[config.mk]
export PLATFORM = sky130hd
export DESIGN_NAME = utf8_to_codepoint_decoder
export DESIGN_NICKNAME = d
export VERILOG_FILES = /design/src/rtl/core/utf8d_pkg.sv /design/src/rtl/core/utf8d_in_stage.sv /design/src/rtl/core/utf8d_decode.sv /design/src/rtl/core/utf8d_out_stage.sv /design/src/rtl/core/utf8_to_codepoint_decoder.sv
export SDC_FILE = /design/constraint.sdc
export NUM_CORES = 1
export LEC_CHECK = 0
export BUFFER_PORTS_ARGS = -buffer_cell sky130_fd_sc_hd__clkbuf_2
export CAP_MARGIN = 20
export CORE_ASPECT_RATIO = 1.75
export CORE_MARGIN = 10
export CORE_UTILIZATION = 57
export DETAILED_ROUTE_END_ITERATION = 12
export PLACE_DENSITY = 0.87
export SYNTH_ARGS = -nofsm -noshare
export SYNTH_HDL_FRONTEND = slang
export SYNTH_HIERARCHICAL = 1
export SYNTH_SLANG_ARGS = --single-unit
[constraint.sdc]
create_clock -name clk -period 3.9 [get_ports clk]
set_input_delay 0.195 -clock clk [delete_from_list [all_inputs] [get_ports clk]]
set_output_delay 0.195 -clock clk [all_outputs]
set_load 0.01 [all_outputs]
[src/rtl/core/utf8d_pkg.sv]
`default_nettype none

package utf8d_pkg;

  // Field widths fixed by the interface
  localparam int BYTE_W = 8;
  localparam int CP_W   = 31;
  localparam int IDX_W  = 32;
  localparam int PEND_W = 3;

  // Default width of the character counter
  localparam int COUNT_WIDTH_DEF = 32;

  // Byte classes and masks
  localparam logic [BYTE_W-1:0] NUL_BYTE  = 8'h00;
  localparam logic [BYTE_W-1:0] CONT_MASK = 8'h3F;
  localparam logic [CP_W-1:0]   REPL_CHAR = 31'h0000FFFD;

  // Item held in the input register
  typedef struct packed {
    logic [BYTE_W-1:0] data_byte;
    logic              final_byte;
  } in_item_t;

  // Result item handed to the output register
  typedef struct packed {
    logic [CP_W-1:0]  code_point;
    logic [IDX_W-1:0] char_index;
    logic             replaced;
    logic             end_of_string;
  } result_t;

endpackage

`default_nettype wire

[src/rtl/core/utf8d_in_stage.sv]
`default_nettype none

module utf8d_in_stage
  import utf8d_pkg::*;
(
  input  wire logic              clk,
  input  wire logic              rst,
  input  wire logic              in_valid,
  output logic                   in_stall,
  input  wire logic [BYTE_W-1:0] data_byte,
  input  wire logic              final_byte,
  input  wire logic              advance,
  output logic                   item_valid,
  output in_item_t               item
);

  logic load_en;

  // Register refills when empty or when its item moves on
  assign load_en  = !item_valid || advance;
  assign in_stall = !load_en;

  // Valid bit
  always_ff @(posedge clk) begin
    if (rst) begin
      item_valid <= 1'b0;
    end else if (load_en) begin
      item_valid <= in_valid;
    end
  end

  // Payload
  always_ff @(posedge clk) begin
    if (load_en) begin
      item.data_byte  <= data_byte;
      item.final_byte <= final_byte;
    end
  end

endmodule

`default_nettype wire

[src/rtl/core/utf8d_decode.sv]
`default_nettype none

module utf8d_decode
  import utf8d_pkg::*;
#(
  parameter int COUNT_WIDTH = COUNT_WIDTH_DEF
) (
  input  wire logic     clk,
  input  wire logic     rst,
  input  wire logic     item_valid,
  input  wire in_item_t item,
  input  wire logic     advance,
  output logic          res_valid,
  output result_t       res
);

  logic [PEND_W-1:0]      bytes_pending, bytes_pending_next;
  logic [CP_W-1:0]        accumulator, accumulator_next;
  logic [COUNT_WIDTH-1:0] char_counter, char_counter_next;

  logic [BYTE_W-1:0] b;
  logic              fin;
  logic [CP_W-1:0]   acc_shift;
  logic [PEND_W-1:0] pend_dec;
  logic [IDX_W-1:0]  idx;
  logic              emit;
  logic              term;
  logic              rep;
  logic [CP_W-1:0]   cp;
  logic [PEND_W-1:0] lead_pend;
  logic [BYTE_W-1:0] lead_mask;

  assign b   = item.data_byte;
  assign fin = item.final_byte;

  // Index from the low bits of the counter, zero-extended when the counter is narrower
  generate
    if (COUNT_WIDTH >= IDX_W) begin : g_idx_trunc
      assign idx = char_counter[IDX_W-1:0];
    end else begin : g_idx_ext
      assign idx = {{(IDX_W-COUNT_WIDTH){1'b0}}, char_counter};
    end
  endgenerate

  // Continuation step
  assign acc_shift = {accumulator[CP_W-7:0], 6'b0} | {{(CP_W-BYTE_W){1'b0}}, b & CONT_MASK};
  assign pend_dec  = bytes_pending - PEND_W'(1);

  // Lead byte length and payload mask
  always_comb begin
    lead_pend = '0;
    lead_mask = '0;
    if (b inside {[8'hC0:8'hDF]}) begin
      lead_pend = PEND_W'(1);
      lead_mask = 8'h1F;
    end else if (b inside {[8'hE0:8'hEF]}) begin
      lead_pend = PEND_W'(2);
      lead_mask = 8'h0F;
    end else if (b inside {[8'hF0:8'hF7]}) begin
      lead_pend = PEND_W'(3);
      lead_mask = 8'h07;
    end else if (b inside {[8'hF8:8'hFB]}) begin
      lead_pend = PEND_W'(4);
      lead_mask = 8'h03;
    end else if (b inside {[8'hFC:8'hFD]}) begin
      lead_pend = PEND_W'(5);
      lead_mask = 8'h01;
    end
  end

  // Decode and next state
  always_comb begin
    emit               = 1'b0;
    term               = 1'b0;
    rep                = 1'b0;
    cp                 = '0;
    bytes_pending_next = bytes_pending;
    accumulator_next   = accumulator;
    char_counter_next  = char_counter;
    if (bytes_pending == '0) begin
      if (b == NUL_BYTE) begin
        term = 1'b1;
        emit = 1'b1;
      end else if (b < 8'h80) begin
        emit = 1'b1;
        cp   = {{(CP_W-BYTE_W){1'b0}}, b};
      end else if (lead_pend == '0) begin
        // Stray continuation or 0xFE/0xFF
        emit = 1'b1;
        rep  = 1'b1;
        cp   = REPL_CHAR;
      end else if (fin) begin
        // Lead byte cut off by the end mark
        emit = 1'b1;
        rep  = 1'b1;
        cp   = REPL_CHAR;
      end else begin
        bytes_pending_next = lead_pend;
        accumulator_next   = {{(CP_W-BYTE_W){1'b0}}, b & lead_mask};
      end
    end else begin
      if (pend_dec == '0) begin
        emit = 1'b1;
        cp   = acc_shift;
      end else if (fin) begin
        emit = 1'b1;
        rep  = 1'b1;
        cp   = REPL_CHAR;
      end else begin
        bytes_pending_next = pend_dec;
        accumulator_next   = acc_shift;
      end
    end
    if (emit) begin
      bytes_pending_next = '0;
      accumulator_next   = '0;
      char_counter_next  = char_counter + COUNT_WIDTH'(1);
    end
    // End of string clears everything
    if (term || (emit && fin)) begin
      char_counter_next = '0;
    end
  end

  assign res_valid         = item_valid && emit;
  assign res.code_point    = cp;
  assign res.char_index    = idx;
  assign res.replaced      = rep;
  assign res.end_of_string = term || fin;

  // String state
  always_ff @(posedge clk) begin
    if (rst) begin
      bytes_pending <= '0;
      accumulator   <= '0;
      char_counter  <= '0;
    end else if (item_valid && advance) begin
      bytes_pending <= bytes_pending_next;
      accumulator   <= accumulator_next;
      char_counter  <= char_counter_next;
    end
  end

endmodule

`default_nettype wire

[src/rtl/core/utf8d_out_stage.sv]
`default_nettype none

module utf8d_out_stage
  import utf8d_pkg::*;
(
  input  wire logic             clk,
  input  wire logic             rst,
  input  wire logic             res_valid,
  input  wire result_t          res,
  output logic                  advance,
  output logic                  out_valid,
  input  wire logic             out_stall,
  output logic [CP_W-1:0]       code_point,
  output logic [IDX_W-1:0]      char_index,
  output logic                  replaced,
  output logic                  end_of_string
);

  result_t held;

  // Slot is free when empty or when its item is being taken
  assign advance = !out_valid || !out_stall;

  // Valid bit
  always_ff @(posedge clk) begin
    if (rst) begin
      out_valid <= 1'b0;
    end else if (advance) begin
      out_valid <= res_valid;
    end
  end

  // Payload
  always_ff @(posedge clk) begin
    if (advance && res_valid) begin
      held <= res;
    end
  end

  assign code_point    = held.code_point;
  assign char_index    = held.char_index;
  assign replaced      = held.replaced;
  assign end_of_string = held.end_of_string;

endmodule

`default_nettype wire

[src/rtl/core/utf8_to_codepoint_decoder.sv]
// UTF-8 byte stream to code point decoder.
// A byte is accepted into the input register and its result is then registered in the output register.
// Throughput: one byte per cycle while the receiver does not stall; the decode and state
// update for a byte take place between the input register and the output register.
// Reset: synchronous, active high; clears both valid bits and the string state.
`default_nettype none

module utf8_to_codepoint_decoder
  import utf8d_pkg::*;
#(
  parameter int COUNT_WIDTH = COUNT_WIDTH_DEF
) (
  input  wire logic              clk,
  input  wire logic              rst,
  input  wire logic              in_valid,
  output logic                   in_stall,
  input  wire logic [BYTE_W-1:0] data_byte,
  input  wire logic              final_byte,
  output logic                   out_valid,
  input  wire logic              out_stall,
  output logic [CP_W-1:0]        code_point,
  output logic [IDX_W-1:0]       char_index,
  output logic                   replaced,
  output logic                   end_of_string
);

  logic     advance;
  logic     item_valid;
  in_item_t item;
  logic     res_valid;
  result_t  res;

  // Input register
  utf8d_in_stage u_in (
    .clk        (clk),
    .rst        (rst),
    .in_valid   (in_valid),
    .in_stall   (in_stall),
    .data_byte  (data_byte),
    .final_byte (final_byte),
    .advance    (advance),
    .item_valid (item_valid),
    .item       (item)
  );

  // Decode with string state
  utf8d_decode #(
    .COUNT_WIDTH (COUNT_WIDTH)
  ) u_dec (
    .clk        (clk),
    .rst        (rst),
    .item_valid (item_valid),
    .item       (item),
    .advance    (advance),
    .res_valid  (res_valid),
    .res        (res)
  );

  // Result register
  utf8d_out_stage u_out (
    .clk           (clk),
    .rst           (rst),
    .res_valid     (res_valid),
    .res           (res),
    .advance       (advance),
    .out_valid     (out_valid),
    .out_stall     (out_stall),
    .code_point    (code_point),
    .char_index    (char_index),
    .replaced      (replaced),
    .end_of_string (end_of_string)
  );

endmodule

`default_nettype wire

# Word-level counts from Yosys, hierarchy flattened
# Cells that the tools add are included.
[classes]
order_cmp = 11
n_reduce_logical = 24
addsub = 2
mux = 46
eq_ne = 6
bitwise = 2
[ops]
columns = ["cell", "count"]
rows = [
  ["2-to-1 mux 25 bit", 8],
  ["2-to-1 mux 31 bit", 5],
  ["2-to-1 mux 32 bit", 2],
  ["greater-or-equal comparator 8 bit (second input constant)", 5],
  ["<= comparator 8 bit (second input constant)", 5],
  ["2-to-1 mux 3 bit", 13],
  ["adder 32 x 1 -> 32 bit (second input constant)", 1],
  ["2-to-1 mux 8 bit", 4],
  ["OR 31 x 6 -> 31 bit", 1],
  ["2-to-1 mux 16 bit", 1],
  ["2-to-1 mux 1 bit", 13],
  ["logical AND 1 bit", 9],
  ["zero test 3 bit", 3],
  ["!= test 3 x 2 -> 1 bit (second input constant)", 3],
  ["bitwise AND 8 bit", 1],
  ["zero test 8 bit", 1],
  ["less-than comparator 8 bit (second input constant)", 1],
  ["AND reduction 7 bit", 1],
  ["!= test 3 x 1 -> 1 bit (second input constant)", 2],
  ["zero test 1 bit", 4],
  ["logical OR 1 bit", 4],
  ["!= test 4 x 1 -> 1 bit (second input constant)", 1],
  ["subtractor 3 x 1 -> 3 bit (second input constant)", 1],
  ["AND reduction 2 bit", 1],
  ["nonzero test 2 bit", 1],
]
[totals]
register_bits = 136
inputBits = 13
output_inout_bits = 67

# Logic depth before layout (Yosys ltp)
# Gate-level depths: netlist of the first run.
[depth]
depth_word = 16
depth_mapped = 9
mapped_depth_nobuf = 8

# Hierarchy
# The synthesis of the first run kept the hierarchy.
[modules_own_cells]
columns = ["module", "area_each_um2", "seq_area_each_um2", "n_inst", "cells_per_inst"]
rows = [
  ["utf8d_decode", 3325.7, 1201.2, 1, 423],
  ["utf8d_out_stage", 1990.7, 1971.9, 1, 70],
  ["utf8d_in_stage", 320.3, 290.3, 1, 14],
]

# Least setup slack after synthesis of the first run
# No wires, ideal clock.
[synth_path]
path_type = "register to register"
start = "register u_dec.bytes_pending[0]"
end = "register u_out.held (netlist bit u_out/char_index[0]), enable pin"
path_stages_with_launch = 9
arrival_time_ns = 3.123
setup_ns = 0.430
setup_slack_ns = 0.347
required_time_ns = 3.470
path_cell_list = "dfxtp_1 -> inv_1 -> ha_1 -> nor2b_1 -> o21bai_1 -> a21o_1 -> clkbuf_1 -> and2_1 -> and2_1"
[synth_via]
elab_chain_cells = 6
elab_cells_between_ends = 7
[synth_lines]
columns = ["element", "line", "source"]
rows = [
  ["start: declaration", "utf8d_decode.sv:17", "logic [PEND_W-1:0] bytes_pending, bytes_pending_next;"],
  ["start signal: assignment", "utf8d_decode.sv:138", "bytes_pending <= bytes_pending_next;"],
  ["subtractor 3 x 1 -> 3 bit", "utf8d_decode.sv:47", "assign pend_dec = bytes_pending - PEND_W'(1);"],
  ["zero test 3 bit", "utf8d_decode.sv:102", "if (pend_dec == '0) begin"],
  ["2-to-1 mux 1 bit", "utf8d_decode.sv:102", ""],
  ["2-to-1 mux 1 bit (*)", "utf8d_decode.sv:80", "if (bytes_pending == '0) begin"],
  ["logical AND 1 bit (*)", "utf8d_decode.sv:125", "assign res_valid = item_valid && emit;"],
  ["via res_valid", "utf8_to_codepoint_decoder.sv:30", "logic res_valid;"],
  ["logical AND 1 bit (*)", "utf8d_out_stage.sv:35", "if (advance && res_valid) begin"],
  ["end signal: assignment", "utf8d_out_stage.sv:36", "held <= res;"],
  ["end: declaration", "utf8d_out_stage.sv:19", "result_t held;"],
]
# Mark *: on every way through the listed nets, which the timed path passes. The rest lies on a longest branch.
# A chain may end at the register's enable or synchronous reset.

# Final worst setup path of the first run
[layout_path]
start = "register u_dec.bytes_pending[0]"
end = "register u_out.held (netlist bit u_out/char_index[30]), enable pin"
# The elaborated chain is that of the path after synthesis.

==> reports/metrics.yaml, run 1 <==
final_layout:
  diodes: 0
  multi_input_area_um2: 2018
  area_growth_pct: 22.24
  post-route-util_pct: 70.39
  stdcell_area_um2: 6890
  fill_cells: 651
  drive_gt1_share_pct: 21.36
  final_nets: 608
  final-seq-area_um2: 3463
timing:
  worst_pin_slew_ps: 1036
  setup_viol: 0
  finalClockSkew_ps: 4.174
  finalMaxSlewViolations: 0
  fin_crit_ps: 3017
  slew_headroom_pct: 30.96
  fin_tns_setup_ps: 0
  period_share_pct: 77.37
  fmax_ghz: 0.3314
  rsz0062_at_grt: "no"
  holdWs_ps: 50.06
  finalHoldViolCount: 0
power_and_ir_drop:
  ir_drop_v: 0.0003615
  power_density_nw_per_um2: 512.8
  leakage_nw: 2.466
setup_path:
  cp_max_fo: 39
  worstSetupPathType: "flop to flop"
  required_ps: 4000
  critPathArrivalTime_ps: 3120
  critPathLaunchType: "flop"
  cp-end-kind: "flop"
floorplanning:
  die-area_um2: 14420
  num_io_pins: 80
  die_x_um: 95.17
  die_y_um: 151.6
  num_rows: 48
  core_area_um2: 9789
  start_util_pct: 57.58
yosys:
  synthesis.area_um2: 5637
  synth_top_area_share_pct: 39.42
  syn_avg_cell_area_um2: 11.12
  syn_nets: 524
  ys.flop_type: "edfxtp_1"
  synthArstFlopShare_pct: 0
  ys_ff_latch: 136
  synth_common_cells: "edfxtp_1 (74), dfxtp_1 (62), a21oi_1 (58)"
  synth.most_common_cell: "edfxtp_1"
  syn_inst: 507
  ys_seq_area_share_pct: 61.44
  netlist_top_cells_area: "edfxtp_1 (39%), dfxtp_1 (22%), a21oi_1 (5.1%)"
  synth_edf_count: 74
  yosysTopAreaCell: "edfxtp_1"
  yosys_warnings: 6
  synth_cell_type_count: 48
route:
  totalWireLength_mm: 13.93
  vias: 4546
  wl_per_cell_um: 19.11
  drc_errors: 0
  first_pass_iters: 5
  drt_iter0_markers: 444
  antenna_left: 0
  via_per_inst: 6.236
placement:
  dp_hpwl_mm: 9.068
  placed_area_um2: 6136
  gp_congestion: 0.9010
  numPortBuffers: 79
global_route:
  grt_start_max_net_pins: 58
  grt_first_pass_wirelength_mm: 22.07
  antenna_found_initial: 0
  grt_usage_pct: 19.71
  grt_overflow: 0
  first_global_vias: 4489
cts:
  cts_max_path_buffers: 2
  clk_latency_ps: 410
  cts_sinks: 136
  cts_tree: "done"
  clk_pin_slew_ps: 50
  cts_root_buffer: "clkbuf_16"
  htreeDepth: 4
  cts_resized: 0
  cts_made_buffers: 17
  post-cts-setup-buffers: 0
  hold_buffers: 10
hold_path:
  hold_class: "primary input to flop"
job:
  cap_viol_max_count: 0
outcome:
  status: "completed"
[layout make-up]
class,instances,share of cell area (%)
clock buffers,25,7.191
clock inverters,7,2.016
inverters,10,0.5448
multi-input cells,329,29.29
flip-flops and latches,136,50.26
well taps,125,2.270
repair buffers,97,8.426
[layer usage]
metal	vias to the layer above	wire length [um]	GRT usage (%)
met3	58	1084	5.624
li1	2089	-	-
met5	-	0	0
met4	0	689	13.68
met1	2152	4603	18.66
met2	247	7554	35.17
[placed cells by master, fill, tap and decap left out, types with 6 or more instances in the layout]
cell type,count
nand3_1,34
dfxtp_1,62
o21ai_0,11
and2_1,22
a21o_1,17
mux2i_1,6
clkbuf_2,79
nand2_1,49
nand4_1,16
o31ai_1,22
nand2b_1,9
or4_1,22
buf_4,6
inv_1,9
a21oi_1,58
edfxtp_1,74
clkbuf_16,17
nor2_1,8
dlygate4sd3_1,10
[report_power, final]
part | switching, W | internal [W] | total (W)
registers | 0.0000264 | 0.00157 | 0.00159
clock network | 0.000556 | 0.00114 | 0.00169
logic | 0.000161 | 0.0000846 | 0.000246
total | 0.000743 | 0.00279 | 0.00353
[logic make-up after synthesis]
kind of cell	after synthesis	share of synthesized area [%]
compound gates	125	13.90
fa+ha+maj	4	0.8879
buf+inv	42	2.997
flops	136	61.44
mux	6	1.066
simple gates	194	19.71
[worst max-delay path, cell delays in order, from the launching register on]
cell and delay, ps:
dfxtp_1 380, inv_1 80, ha_1 260, nor2b_1 170, o21bai_1 340, a21o_1 390
and2_1 200, and2_2 550, buf_12 300
[per-stage QoR]
stage                     cells  power, W  setup slack (ps)
after floorplan             507  0.001762             346.7
after global placement      686  0.001842              1064
after detailed placement    686  0.001851             968.2
after CTS                   728  0.003542             925.9
after global routing        729  0.003639             743.0
final                       729  0.003533             882.5
[state kept, by name, indices dropped and copies added (netlist names)]
register             cells
u_dec/char_counter      32
u_out/char_index        32
u_out/code_point        31
u_dec/accumulator       25
u_in/item                9
u_dec/bytes_pending      3
u_in/item_valid          1
u_out/end_of_string      1
u_out/out_valid          1
u_out/replaced           1
[final timing paths]
kind	start	endpoint	slack, ps	cells past startpoint
setup / recovery	u_dec/bytes_pending[0]$_SDFFE_PP0P_	u_out/char_index[30]$_DFFE_PP_	880	8
setup reg to reg	u_dec/bytes_pending[0]$_SDFFE_PP0P_	u_out/char_index[30]$_DFFE_PP_	880	8
hold reg to reg	u_dec/accumulator[24]$_SDFFE_PP0P_	u_dec/accumulator[24]$_SDFFE_PP0P_	450	2
hold / removal	out_stall	u_out/out_valid$_SDFFE_PP0P_	50	3
Power figures use the tool's default switching activity.
==> run 2: changes to the inputs <==
==> constraint.sdc (replaced) <==
create_clock -name clk -period 2.8 [get_ports clk]
set_input_delay 0.14 -clock clk [delete_from_list [all_inputs] [get_ports clk]]
set_output_delay 0.14 -clock clk [all_outputs]
set_load 0.01 [all_outputs]
==> run 2 against run 1 <==
Effect of this change:
- largest power group is now sequential cells
- sequential share of layout area grew 0.055 points
- register-to-register slack lost 690 ps
- clock power grew 28%
- the run now ends with design-rule violations left
==> reports/metrics.yaml, run 2 (synthesis gave the netlist of run 1 again) <==
final_layout:
  stdcell_area_um2: 6883  # -0.11%
  layout_commonest_cell: "clkbuf_2"
  area_growth_pct: 22.11
  final_nets: 613  # +0.82%
  drive_gt1_share_pct: 22.17  # +0.81 points
  diodes: 0  # unchanged
  final_cell_mix: "clkbuf_2 (79), edfxtp_1 (74), dfxtp_1 (62)"
cts:
  htreeDepth: 4  # unchanged
  post-cts-setup-buffers: 0  # unchanged
  cts_made_buffers: 17  # unchanged
  cts_root_buffer: "clkbuf_16"
  cts_resized: 0  # unchanged
  cts_sinks: 136  # unchanged
  hold_buffers: 11  # +1
  clk_latency_ps: 420  # about the same
  cts_tree: "done"
  cts_max_path_buffers: 2  # unchanged
  clk_pin_slew_ps: 50  # about the same
floorplanning:
  die-area_um2: 14420  # unchanged
  die_y_um: 151.6  # unchanged
  start_util_pct: 57.58  # unchanged
  num_rows: 48  # unchanged
  die_x_um: 95.17  # unchanged
  core_area_um2: 9789  # unchanged
  num_io_pins: 80  # unchanged
power_and_ir_drop:
  power_density_nw_per_um2: 686.9  # +34%
  leakage_nw: 2.461  # -0.21%
  ir_drop_v: 0.0005113  # +41%
setup_path:
  critPathArrivalTime_ps: 2690  # -430 ps
  worstSetupPathType: "flop to flop"
  cp-end-kind: "flop"
  critPathLaunchType: "flop"
  required_ps: 2890  # -1110 ps
  rrSetupSlack_ps: 200  # -690 ps
  critPathLaunch: "u_dec/bytes_pending[0]$_SDFFE_PP0P_"
  cp_max_fo: 26  # -33%
  rr_startpoint: "u_dec/bytes_pending[0]$_SDFFE_PP0P_"
  r2r_cells: 8  # unchanged
  rr_endpoint: "u_out/char_index[16]$_DFFE_PP_"
timing:
  period_share_pct: 92.97  # +16 points
  rsz0062_at_grt: "no"
  worst_pin_slew_ps: 838.2  # -197.3 ps
  finalClockSkew_ps: 7.046  # +2.872 ps
  finalHoldViolCount: 0  # unchanged
  slew_headroom_pct: 43.98  # +13 points
  finalMaxSlewViolations: 0  # unchanged
  fmax_ghz: 0.3841  # +16%
  setup_viol: 0  # unchanged
  fin_crit_ps: 2603  # -414.3 ps
  fin_tns_setup_ps: 0  # unchanged
placement:
  dp_hpwl_mm: 9.392  # +3.6%
  numPortBuffers: 79  # unchanged
  placed_area_um2: 6187  # +0.84%
  gp_congestion: 0.9584  # +6.4%
route:
  totalWireLength_mm: 14.07  # +0.98%
  drc_errors: 1  # +1
  antenna_left: 0  # unchanged
  wl_per_cell_um: 19.17  # +0.30%
  vias: 4544  # -0.044%
  drt_iter0_markers: 437  # -1.6%
  via_per_inst: 6.191  # -0.72%
  first_pass_iters: 9  # +4
global_route:
  first_global_vias: 4567  # +1.7%
  grt_usage_pct: 19.97  # +0.26 points
  antenna_found_initial: 0  # unchanged
  grt_overflow: 0  # unchanged
  grt_start_max_net_pins: 62  # +6.9%
  grt_first_pass_wirelength_mm: 22.37  # +1.3%
job:
  cap_viol_max_count: 0  # unchanged
outcome:
  violations: "design-rule violations"
  status: "complete, but fails checks"
hold_path:
  hold_class: "primary input to flop"
  worstHoldStart: "rst"
  hold_depth: 2  # -1
  min_to: "u_in/item_valid$_SDFFE_PP0P_"
[run 2: critical path, stage by stage, from the launching register on]
cell      delay, ps
dfxtp_1         340
inv_1           100
ha_1            280
nand2b_1        200
o22ai_2         320
a21o_1          330
and2_1          210
and2_4          170
buf_4           310
[run 2: where the power goes]
group | switching, W | internal, W | total [W]
combinational | 0.000225 | 0.000120 | 0.000345
sequential | 0.0000369 | 0.00218 | 0.00222
clock | 0.000822 | 0.00134 | 0.00216
total | 0.00108 | 0.00364 | 0.00473
[run 2: how the worst max path moves through the flow]
stage | endpoint | slack, ps
floorplan | u_out/char_index[0]$_DFFE_PP_ | 290
global placement | u_out/char_index[16]$_DFFE_PP_ | 440
detailed placement | u_out/char_index[15]$_DFFE_PP_ | 310
CTS | u_out/char_index[16]$_DFFE_PP_ | 280
global route | u_out/char_index[3]$_DFFE_PP_ | 50
finish | u_out/char_index[16]$_DFFE_PP_ | 200
[run 2: per-layer routing]
metal	up-vias	GRT usage [%]	part of all wire, %
li1	2096	-	-
met1	2153	18.82	32
met2	243	36.64	57
met3	52	5.821	7.4
met4	0	11.65	3.6
met5	-	0	0
[run 2: metrics by stage]
step	cells	power, W	setup WS (ps)	hold WS, ps	util (%)
CTS	734	0.004743	281.7	318.1	70.31
global placement	691	0.002573	435.1	317.5	63.20
floorplan	507	0.002452	287.6	202.4	-
detailed placement	691	0.002587	307.9	318.7	63.20
global route	734	0.004863	46.64	394.2	70.31
finish	734	0.004728	196.8	322.7	70.31
[run 2: layout make-up]
type / instances / area [um^2]
well taps: 125 / 156.4
flip-flops and latches: 136 / 3463
multi-input cells: 329 / 2019
fillers: 664 / 2907
clock inverters: 10 / 90.09
inverters: 10 / 37.54
clock buffers: 22 / 495.5
repair buffers: 102 / 620.6
==> run 3: changes to the inputs <==
--- a/config.mk
+++ b/config.mk
@@ -11,7 +11,7 @@
 export CORE_MARGIN = 10
 export CORE_UTILIZATION = 57
 export DETAILED_ROUTE_END_ITERATION = 12
-export PLACE_DENSITY = 0.87
+export PLACE_DENSITY = 0.82
 export SYNTH_ARGS = -nofsm -noshare
 export SYNTH_HDL_FRONTEND = slang
 export SYNTH_HIERARCHICAL = 1
==> run 3 against run 2 <==
Effect of this change:
- the run now ends clean
- sequential share of layout area down 0.33 points
- clock skew up 1.8 ps
- highest routed layer unchanged
- fmax grew 4.6%
- wire length decreased by 3.6%
- worst hold slack improved by 4.4 ps
- die area unchanged
- largest cell class unchanged
- flip-flop and latch count is the same
- power is 2.2% higher
==> reports/metrics.yaml, run 3 (synthesis gave the netlist of run 1 again) <==
floorplanning:
  die-area_um2: 14420  # unchanged
  die_y_um: 151.6  # unchanged
  num_io_pins: 80  # unchanged
  core_area_um2: 9789  # unchanged
  start_util_pct: 57.58  # unchanged
  num_rows: 48  # unchanged
  die_x_um: 95.17  # unchanged
timing:
  fmax_ghz: 0.4019  # +4.6%
  worst_pin_slew_ps: 932.6  # +94.39 ps
  fin_tns_setup_ps: 0  # unchanged
  finalClockSkew_ps: 8.797  # +1.751 ps
  period_share_pct: 88.87  # -4.1 points
  finalMaxSlewViolations: 0  # unchanged
  fin_crit_ps: 2488  # -114.7 ps
  finalHoldViolCount: 0  # unchanged
  setup_viol: 0  # unchanged
  rsz0062_at_grt: "no"
  slew_headroom_pct: 37.67  # -6.3 points
route:
  totalWireLength_mm: 13.56  # -3.6%
  wl_per_cell_um: 18.50  # -3.5%
  vias: 4476  # -1.5%
  antenna_left: 0  # unchanged
  drt_iter0_markers: 230  # -47%
  first_pass_iters: 7  # -2
  via_per_inst: 6.106  # -1.4%
  drc_errors: 0  # -1
power_and_ir_drop:
  ir_drop_v: 0.0006958  # +36%
  leakage_nw: 2.484  # +0.96%
  power_density_nw_per_um2: 697.7  # +1.6%
setup_path:
  critPathArrivalTime_ps: 2600  # -90 ps
  r2r_cells: 8  # unchanged
  cp_max_fo: 32  # +23%
  required_ps: 2910  # +20 ps
  critPathLaunchType: "flop"
  worstSetupPathType: "flop to flop"
  cp-end-kind: "flop"
final_layout:
  fill_cells: 708  # +6.6%
  diodes: 0  # unchanged
  area_growth_pct: 22.91
  final_cell_mix: "clkbuf_2 (79), edfxtp_1 (74), dfxtp_1 (62)"
  stdcell_count: 733  # -0.14%
  post-route-util_pct: 70.77  # +0.46 points
  final_nets: 612  # -0.16%
  drive_gt1_share_pct: 22.04  # -0.13 points
  layout_commonest_cell: "clkbuf_2"
hold_path:
  hold_depth: 2  # unchanged
  hold_class: "primary input to flop"
placement:
  numPortBuffers: 79  # unchanged
  dp_cells: 690  # -0.14%
  gp_congestion: 0.8410  # -12%
  dp_hpwl_mm: 9.073  # -3.4%
global_route:
  grt_start_max_net_pins: 62  # unchanged
  grt_usage_pct: 19.73  # -0.24 points
  grt_overflow: 0  # unchanged
  first_global_vias: 4441  # -2.8%
  grt_first_pass_wirelength_mm: 21.91  # -2.1%
  antenna_found_initial: 0  # unchanged
cts:
  clk_latency_ps: 420  # about the same
  cts_max_path_buffers: 2  # unchanged
  htreeDepth: 4  # unchanged
  cts_tree: "done"
  cts_root_buffer: "clkbuf_16"
  cts_sinks: 136  # unchanged
  clk_pin_slew_ps: 60  # about the same
  post-cts-setup-buffers: 0  # unchanged
  cts_made_buffers: 17  # unchanged
outcome:
  status: "completed"
job:
  cap_viol_max_count: 0  # unchanged
-- run 3: cell count changes in the layout (fill, tap and decap cells not counted), moves of 2 or more --
cell and change:
buf_4 -2, clkinvlp_4 -2, clkbuf_8 -2, clkbuf_16 +3
-- run 3: cell type report --
type                            count  area (um^2)  share of cell area, %
Clock buffer                       24        546.8                  7.892
Timing Repair Buffer              101        625.6                  9.030
Multi-Input combinational cell    329         2019                  29.15
Sequential cell                   136         3463                  49.99
Inverter                           10        37.54                 0.5418
Clock inverter                      8        78.83                  1.138
Tap cell                          125        156.4                  2.258
-- run 3: through the flow --
stage	hold slack (ps)	area [um^2]	worst slack [ps]	power, W
2_1_floorplan	202.4	5639	287.6	0.002452
6_report	327.1	6928	311.5	0.004834
3_5_place_dp	318.7	6192	349.3	0.002588
4_1_cts	323.2	6928	343.2	0.004854
5_1_grt	361.2	6928	179.8	0.005008
3_3_place_gp	317.6	6192	441.9	0.002577
-- run 3: where the power goes --
part	leakage (nW)	total [W]	internal [W]	switching [W]
clock	0.307	0.00227	0.00146	0.000812
combinational	0.999	0.000343	0.000122	0.000221
sequential	1.18	0.00222	0.00218	0.0000371
total	2.48	0.00483	0.00376	0.00107
-- run 3: path summary, 6_finish.rpt --
check / start / endpoint / slack, ps
min reg2reg: u_dec/accumulator[24]$_SDFFE_PP0P_ / u_dec/accumulator[24]$_SDFFE_PP0P_ / 460
max reg2reg: u_dec/bytes_pending[0]$_SDFFE_PP0P_ / u_out/code_point[8]$_DFFE_PP_ / 310
max: u_dec/bytes_pending[0]$_SDFFE_PP0P_ / u_out/code_point[8]$_DFFE_PP_ / 310
min: rst / u_in/item_valid$_SDFFE_PP0P_ / 330
-- run 3: timing repair --
action,in CTS,in global routing
hold buffers,11,0
gates resized for setup,0,0
hold endpoints to repair,11,0
-- run 3: metal layers --
metal / track usage, % / wire, um / vias to the layer above
met5: 0 / 0 / -
met4: 12.63 / 564 / 0
met3: 6.117 / 988 / 45
met2: 35.45 / 7566 / 208
met1: 18.59 / 4437 / 2130
li1: - / - / 2093
-- run 3: critical path: stages, from the launching register on --
cell	delay [ps]
dfxtp_1	370
inv_1	80
ha_1	270
nor2b_1	170
o21bai_1	340
a21o_1	370
and2_1	190
and2_4	170
buf_12	200
